$ cat src/rtl/bmpstg_pkg.sv
package bmpstg_pkg;

  // decode phases
  typedef enum logic [1:0] {
    PH_HEAD,
    PH_LEN,
    PH_DATA,
    PH_DONE
  } phase_t;

  // header layout
  localparam logic [31:0] HEADER_BYTES = 32'd14;
  localparam logic [31:0] OFFSET_FIRST = 32'd10;
  localparam logic [31:0] OFFSET_LAST  = 32'd13;
  localparam logic [31:0] POS_MAX      = 32'hFFFF_FFFF;

  // message framing
  localparam logic [3:0]  LEN_LAST_BIT  = 4'd15;
  localparam logic [3:0]  CHAR_LAST_BIT = 4'd6;
  localparam logic [15:0] CHAR_BITS     = 16'd7;

endpackage

$ cat src/rtl/bmp_lsb_stego_extractor.sv
// channel   | handshake               | payload
// ----------+-------------------------+-------------------------------
// file in   | byte_valid / byte_stall | file_byte[7:0]
// char out  | char_valid / char_stall | character[6:0], last_character
//
// one byte per cycle while the output does not stall: an input register, one level of decode logic, a result register
// a character is on the output in the cycle after its last byte leaves the input register
// the 32-bit position compare against the pixel-data offset sets the decode path
// rst is synchronous and returns the block to the header phase at byte 0
// a stall on the output holds the result register; the input stalls only when
// a byte is waiting and the result register is full and stalled
module bmp_lsb_stego_extractor
  import bmpstg_pkg::*;
(
  input  logic       clk,
  input  logic       rst,
  input  logic       byte_valid,
  output logic       byte_stall,
  input  logic [7:0] file_byte,
  output logic       char_valid,
  input  logic       char_stall,
  output logic [6:0] character,
  output logic       last_character
);

  // input register
  logic       in_valid_q;
  logic [7:0] in_byte_q;

  // decode state
  phase_t      phase, phase_next;
  logic [31:0] byte_position, byte_position_next;
  logic [31:0] offset, offset_next;
  logic [15:0] length, length_next;
  logic [15:0] remaining, remaining_next;
  logic [3:0]  bit_count, bit_count_next;
  logic [6:0]  accum, accum_next;

  // result of the current byte
  logic       res_valid;
  logic [6:0] res_char;
  logic       res_last;

  logic        move;
  logic        msg_bit;
  logic [31:0] pos_inc;
  logic [31:0] offset_cap;
  logic [15:0] length_full;
  logic [15:0] remaining_sub;

  assign move       = in_valid_q && (!char_valid || !char_stall);
  assign byte_stall = in_valid_q && !move;
  assign msg_bit    = in_byte_q[0];

  assign pos_inc       = (byte_position == POS_MAX) ? byte_position : byte_position + 32'd1;
  assign offset_cap    = {in_byte_q, offset[31:8]};
  assign length_full   = {msg_bit, length[15:1]};
  assign remaining_sub = remaining - CHAR_BITS;

  // input register transfer
  always_ff @(posedge clk) begin
    if (rst) begin
      in_valid_q <= 1'b0;
    end else if (!byte_stall) begin
      in_valid_q <= byte_valid;
    end
    if (!byte_stall && byte_valid) begin
      in_byte_q <= file_byte;
    end
  end

  // next state and datapath
  always_comb begin
    phase_next         = phase;
    byte_position_next = byte_position;
    offset_next        = offset;
    length_next        = length;
    remaining_next     = remaining;
    bit_count_next     = bit_count;
    accum_next         = accum;
    if (move) begin
      unique case (phase)
        PH_HEAD: begin
          byte_position_next = pos_inc;
          if (byte_position < HEADER_BYTES) begin
            if (byte_position >= OFFSET_FIRST) begin
              offset_next = offset_cap;
            end
            if (byte_position == OFFSET_LAST && offset_cap < HEADER_BYTES) begin
              offset_next = HEADER_BYTES;
            end
          end else if (byte_position >= offset) begin
            // first length bit comes from this byte
            phase_next     = PH_LEN;
            length_next    = length_full;
            bit_count_next = 4'd1;
          end
        end
        PH_LEN: begin
          length_next = length_full;
          if (bit_count == LEN_LAST_BIT) begin
            bit_count_next = 4'd0;
            remaining_next = length_full;
            phase_next     = (length_full < CHAR_BITS) ? PH_DONE : PH_DATA;
          end else begin
            bit_count_next = bit_count + 4'd1;
          end
        end
        PH_DATA: begin
          accum_next = {msg_bit, accum[6:1]};
          if (bit_count == CHAR_LAST_BIT) begin
            bit_count_next = 4'd0;
            remaining_next = remaining_sub;
            if (remaining_sub < CHAR_BITS) begin
              phase_next = PH_DONE;
            end
          end else begin
            bit_count_next = bit_count + 4'd1;
          end
        end
        PH_DONE: begin
          phase_next = PH_DONE;
        end
        default: begin
          phase_next = PH_DONE;
        end
      endcase
    end
  end

  // result of the current byte
  always_comb begin
    res_valid = 1'b0;
    res_char  = {msg_bit, accum[6:1]};
    res_last  = remaining_sub < CHAR_BITS;
    unique case (phase)
      PH_DATA: res_valid = move && (bit_count == CHAR_LAST_BIT);
      PH_HEAD, PH_LEN, PH_DONE: res_valid = 1'b0;
      default: res_valid = 1'b0;
    endcase
  end

  // state registers
  always_ff @(posedge clk) begin
    if (rst) begin
      phase         <= PH_HEAD;
      byte_position <= '0;
      offset        <= '0;
      length        <= '0;
      remaining     <= '0;
      bit_count     <= '0;
      accum         <= '0;
    end else begin
      phase         <= phase_next;
      byte_position <= byte_position_next;
      offset        <= offset_next;
      length        <= length_next;
      remaining     <= remaining_next;
      bit_count     <= bit_count_next;
      accum         <= accum_next;
    end
  end

  // result register transfer
  always_ff @(posedge clk) begin
    if (rst) begin
      char_valid <= 1'b0;
    end else if (!char_valid || !char_stall) begin
      char_valid <= res_valid;
    end
    if (res_valid) begin
      character      <= res_char;
      last_character <= res_last;
    end
  end

  // results only come out of the data phase
  a_res_in_data: assert property (@(posedge clk) disable iff (rst)
    res_valid |-> (phase == PH_DATA && move))
    else $error("result outside data phase");

  // done phase is final until reset
  a_done_sticky: assert property (@(posedge clk) disable iff (rst)
    (phase == PH_DONE) |=> (phase == PH_DONE))
    else $error("left done phase");

  // the byte position only moves in the header phase
  a_pos_hold: assert property (@(posedge clk) disable iff (rst)
    (phase != PH_HEAD) |=> $stable(byte_position))
    else $error("byte position moved after header");

  // the flagged character ends the message
  a_last_done: assert property (@(posedge clk) disable iff (rst)
    (res_valid && res_last) |=> (phase == PH_DONE))
    else $error("last character did not end message");

  // a byte waiting at the input with a free result slot is always taken
  a_no_dead_stall: assert property (@(posedge clk) disable iff (rst)
    (in_valid_q && !char_valid) |-> !byte_stall)
    else $error("input stalled with empty result register");

endmodule
$ cat config.mk
export PLATFORM = sky130hd
export DESIGN_NAME = bmp_lsb_stego_extractor
export DESIGN_NICKNAME = d
export VERILOG_FILES = /design/src/rtl/bmpstg_pkg.sv /design/src/rtl/bmp_lsb_stego_extractor.sv
export SDC_FILE = /design/constraint.sdc
export NUM_CORES = 1
export LEC_CHECK = 0
export BUFFER_PORTS_ARGS = -buffer_cell sky130_fd_sc_hd__clkbuf_2
export CAP_MARGIN = 30
export CELL_PAD_IN_SITES_DETAIL_PLACEMENT = 0
export CELL_PAD_IN_SITES_GLOBAL_PLACEMENT = 2
export CORE_AREA = 4 4 132 134
export CTS_BUF_LIST = sky130_fd_sc_hd__clkbuf_4
export DETAILED_ROUTE_END_ITERATION = 8
export DIE_AREA = 0 0 136 138
export PLACE_DENSITY_LB_ADDON = 0.1
export SKIP_CTS_REPAIR_TIMING = 1
export SLEW_MARGIN = 20
export SYNTH_ARGS = -nofsm -noshare
export SYNTH_HDL_FRONTEND = slang
export SYNTH_SLANG_ARGS = --single-unit
$ cat constraint.sdc
create_clock -name clk -period 3.5 [get_ports clk]
set_input_delay 0 -clock clk [delete_from_list [all_inputs] [get_ports clk]]
set_output_delay 0 -clock clk [all_outputs]
set_load 0.02 [all_outputs]
* Yosys cells after proc, flatten, opt, wreduce, memory -nomap -nowiden *
Cells that the tools add are included.

cells by class
  muxes and demuxes = 21
  reduce and logical (&&, ||, !) cells = 23
  equality and inequality tests = 12
  $lt $le $gt $ge = 6
  bitwise operators = 1
  add/subtract/negate cells = 3

operator list
  kind                                                                                   number
  32-bit by 4-bit less-than comparator with 1-bit output (second input constant)         2
  16-bit two-way mux                                                                     4
  32-bit two-way mux                                                                     2
  16-bit case mux with 2 select lines                                                    2
  32-bit by 1-bit adder with 32-bit output (second input constant)                       1
  32-bit equality test (second input constant)                                           1
  32-bit by 4-bit equality test with 1-bit output (second input constant)                1
  32-bit greater-or-equal comparator                                                     1
  32-bit by 4-bit greater-or-equal comparator with 1-bit output (second input constant)  1
  16-bit by 3-bit less-than comparator with 1-bit output (second input constant)         2
  4-bit two-way mux                                                                      4
  4-bit AND reduction                                                                    4
  16-bit by 3-bit subtractor with 16-bit output (second input constant)                  1
  4-bit case mux with 3 select lines                                                     1
  2-bit two-way mux                                                                      5
  2-bit != test (second input constant)                                                  5
  2-bit case mux with 4 select lines                                                     1
  6-bit AND reduction                                                                    1
  2-bit nonzero test                                                                     3
  1-bit logical AND                                                                      5
  4-bit by 1-bit adder with 4-bit output (second input constant)                         1
  2-bit equality test (second input constant)                                            2
  4-bit by 3-bit equality test with 1-bit output (second input constant)                 1
  4-bit equality test (second input constant)                                            1
  11 further kinds                                                                       14

word-level totals
  output and inout port bits = 10
  flip-flop bits (word level) = 127

* Logic depth before layout (Yosys ltp) *
  depth in word-level cells = 7
  depth in mapped cells = 13

* Worst setup path after synthesis *
No wires, ideal clock.

  path kind = register to register
  start point = reg offset[9]
  end point = reg length[15]
  setup time = 0.128 ns
  stages on the path, launching flop included = 11
  arrival = 2.363 ns
  data required time = 3.372 ns
  setup slack = 1.009 ns
  cell sequence = dfxtp_1 -> inv_1 -> ha_1 -> and4_1 -> or4b_1 -> a21oi_1 -> o2111ai_1 -> a21oi_2 -> buf_6 -> mux2i_1 -> nor2_1

between the ends
  cells in the longest elaborated chain, start to end = 3

RTL lines
  what                                line                            source
  start, declared                     bmp_lsb_stego_extractor.sv:33   logic [31:0] offset, offset_next;
  start signal, assigned              bmp_lsb_stego_extractor.sv:156  offset <= offset_next;
  32-bit greater-or-equal comparator  bmp_lsb_stego_extractor.sv:92   end else if (byte_position >= offset) begin
  2-bit != test (no line)             n/a
  4-bit AND reduction (no line)       n/a
  end signal, assigned                bmp_lsb_stego_extractor.sv:157  length <= length_next;
  end, declared                       bmp_lsb_stego_extractor.sv:34   logic [15:0] length, length_next;

Every way passes these cells.
A chain may end at the register's enable or synchronous reset.

* Final worst setup path *
  start point = reg offset[9]
  end point = reg bit_count[2]

between the ends
  cells in the longest elaborated chain, start to end = 3

RTL lines
  what                                line                            source
  32-bit greater-or-equal comparator  bmp_lsb_stego_extractor.sv:92
  2-bit != test (no line)             n/a
  4-bit AND reduction (no line)       n/a
  end signal, assigned                bmp_lsb_stego_extractor.sv:159  bit_count <= bit_count_next;
  end, declared                       bmp_lsb_stego_extractor.sv:36   logic [3:0] bit_count, bit_count_next;

Every way passes these cells.

==> impl_metrics.toml <==
[logic_synthesis]
synthCells = 765
ys_seq_area_share_pct = 41.7
synth_top_area_share_pct = 34.2
synth_enable_flop_cells = 16
yosys_warnings = 0
syn_area_um2 = 6390
yosysMostFrequentCell = "nand2_1"
synth_nets = 820
synth_common_cells = "124 x nand2_1, 109 x dfxtp_1, 82 x nor2_1"
synth_top_cell_by_area = "dfxtp_1"
netlist_top_cells_area = "dfxtp_1 34%, ha_1 8.4%, edfxtp_1 7.5%"
synthArstFlopShare_pct = 0
syn_area_per_cell_um2 = 8.35
synthFlopType = "dfxtp_1"
ys_ff_latch = 125
ys_types = 56

[cells_and_area]
area_growth_pct = 11.8
drive_gt1_share_pct = 8.66
fin_area_um2 = 7140
nets = 850
fillers = 1673
fin_util_pct = 43.8

[timing]
worst_pin_slew_ns = 0.658
layout_min_cycle_time_ns = 2.79
slew_viol_final = 0
slew_headroom_pct = 55.7
hold_viol_final = 0
fin_crit_sh_pct = 79.6
whs_ns = 0.181
rsz0062_at_grt = "no"
setup_viol = 0
setup_ws_ns = 0.715
fin_tns_setup_ns = 0
fmax_mhz = 359
fin_skew_ns = 0.0117

[global_route]
top_usage_layer = "met2"
met2_usage_pct = 30.2
grt_max_degree = 91
grt_overflow = 0
antenna_found_initial = 1
grtUsageMet3_pct = 3.92
grt_pass1_wl_um = 27100
grt_use_met1_pct = 23.0
grt_pass1_vias = 5208
track_usage_pct = 18.1

[worst_setup_path]
worstPathRequired_ns = 3.96
crit_path_start_kind = "flop"
setup.worst_path.class = "reg -> reg"
crit_path_end_kind = "flop"
cp-startpoint = "offset[9]"
critPathArrivalTime_ns = 3.24
path_max_fanout = 8
cpLargestDelayFamily = "simple AND/OR/NAND/NOR gates"
worstPathCellList = "inv_1 > ha_1 > and4_1 > or4b_1 > a21oi_1 > o2111ai_1 > a21o_1 > or4_1 > a21oi_1"
slowest_stage = "or4b_1"
cpPeakStageDelay_ns = 0.44
cp_common_cell = "a21oi_1"
cp_num_buf_inv = 1
worstReg2RegStart = "offset[9]"

[floorplanning]
ios = 22
dieArea_um2 = 18800
core_area_um2 = 16300
die_x_um = 136
rows = 47
die_h_um = 138
start_util_pct = 39.2

[run]
maxCapViolations = 0

[placement]
portBuffers = 21
place_ws_ns = 0.697
post-dp-hpwl_um = 11800
place_area_um2 = 6690
gp_congestion = 0.814

[pwr]
vdd_drop_max_mv = 0.266
leakagePower_uw = 0.00254
power_density_nw_per_um2 = 356

[drt]
postRouteAntennaNets = 0
drt_iter0_drc = 208
route.detailed.drc = 0
avgViaCountPerCell = 5.33
dr.pass1.iters = 5
detail_route.wl_per_cell_um = 15.9
drt_wl_total_um = 16500
dr_total_vias = 5501

[min_path]
min-delay-start = "file_byte[5]"
hold_class = "in -> reg"

[clock_network]
cts.clk_slew.worst_paths_ns = 0.12
cts_max_level = 4
cts_buffers = 17
clk_path_buf_depth = 2
cts-root-buf = "clkbuf_4"
clk_latency_ns = 0.52
cts_tree = "yes"
clock-sinks = 125

[run_status]
outcome = "complete, no violations"
## layout make-up
| cell class | count | area [µm²] | share of cell area [%] |
|---|---|---|---|
| Inverter | 44 | 165 | 2.31 |
| Timing Repair Buffer | 43 | 325 | 4.56 |
| Sequential cell | 125 | 2660 | 37.3 |
| Antenna cell | 5 | 12.5 | 0.175 |
| Clock buffer | 20 | 150 | 2.10 |
| Multi-Input combinational cell | 564 | 3430 | 48.0 |
| Tap cell | 220 | 275 | 3.85 |
| Clock inverter | 12 | 124 | 1.73 |
## path summary, 6_finish.rpt
kind,to,slack (ns),cells past startpoint
worst min register to register,character[0],0.45,0
worst max register to register,bit_count[2],0.71,9
worst max-delay path,bit_count[2],0.71,9
worst min-delay path,in_byte_q[5],0.18,2
## cell usage in the layout (no fill, tap or decap), types with 4 or more instances in the layout
master,synthesis,routed
and3_1,9,9
a21oi_1,67,67
dfxtp_1,109,109
o22ai_1,6,6
mux2i_1,16,16
clkinvlp_4,0,4
a21o_1,4,4
o21ai_0,28,28
nor3_1,5,5
a31oi_1,4,4
clkbuf_2,0,20
a211oi_1,15,15
nand4_1,16,16
and4_1,10,10
xnor2_1,5,5
clkinv_2,0,5
diode_2,0,5
a221oi_1,4,4
nand3_1,25,25
or4_1,6,6
nor2_1,82,82
nand2_1,124,124
xor2_1,23,23
edfxtp_1,16,16
dlygate4sd3_1,0,13
buf_4,0,9
or3_1,8,8
ha_1,43,43
nor4_1,18,18
clkbuf_4,0,20
and2_1,4,4
inv_1,44,44
## report_power, final
| group | internal, µW | switching [µW] | total, µW |
|---|---|---|---|
| clock network | 441 | 561 | 1000 |
| logic | 29.9 | 41.3 | 71.2 |
| registers | 1460 | 12.5 | 1470 |
## cells by family after synthesis
kind of cell	synth area share (%)
XOR/XNOR	3.84
flip-flops	41.7
multiplexers	2.68
AO/OA/AOI/OAI	14.6
AND/OR/NAND/NOR	24.1
adder cells (fa/ha/maj)	8.42
buffers and inverters	4.68
## registers in the layout (all words and copies together) (netlist names)
name and cells:
last_character 1, length 15, offset 32, byte_position 32, bit_count 4, phase 2
in_valid_q 1, char_valid 1, remaining 16, accum 6, character 7, in_byte_q 8
## through the flow
| step | total power (µW) | std cells |
|---|---|---|
| 2_1_floorplan | 1540 | 765 |
| 3_3_place_gp | 1560 | 981 |
| 3_5_place_dp | 1560 | 981 |
| 4_1_cts | 2570 | 1013 |
| 5_1_grt | 2660 | 1033 |
| 6_report | 2550 | 1033 |
## routing by layer
metal  share of wire [%]  vias up
met5                   0        -
met4                 2.7        0
met3                 3.3       29
met2                  50       96
met1                  44     2600
li1                    -     2776
(Power assumes the default switching activity.)
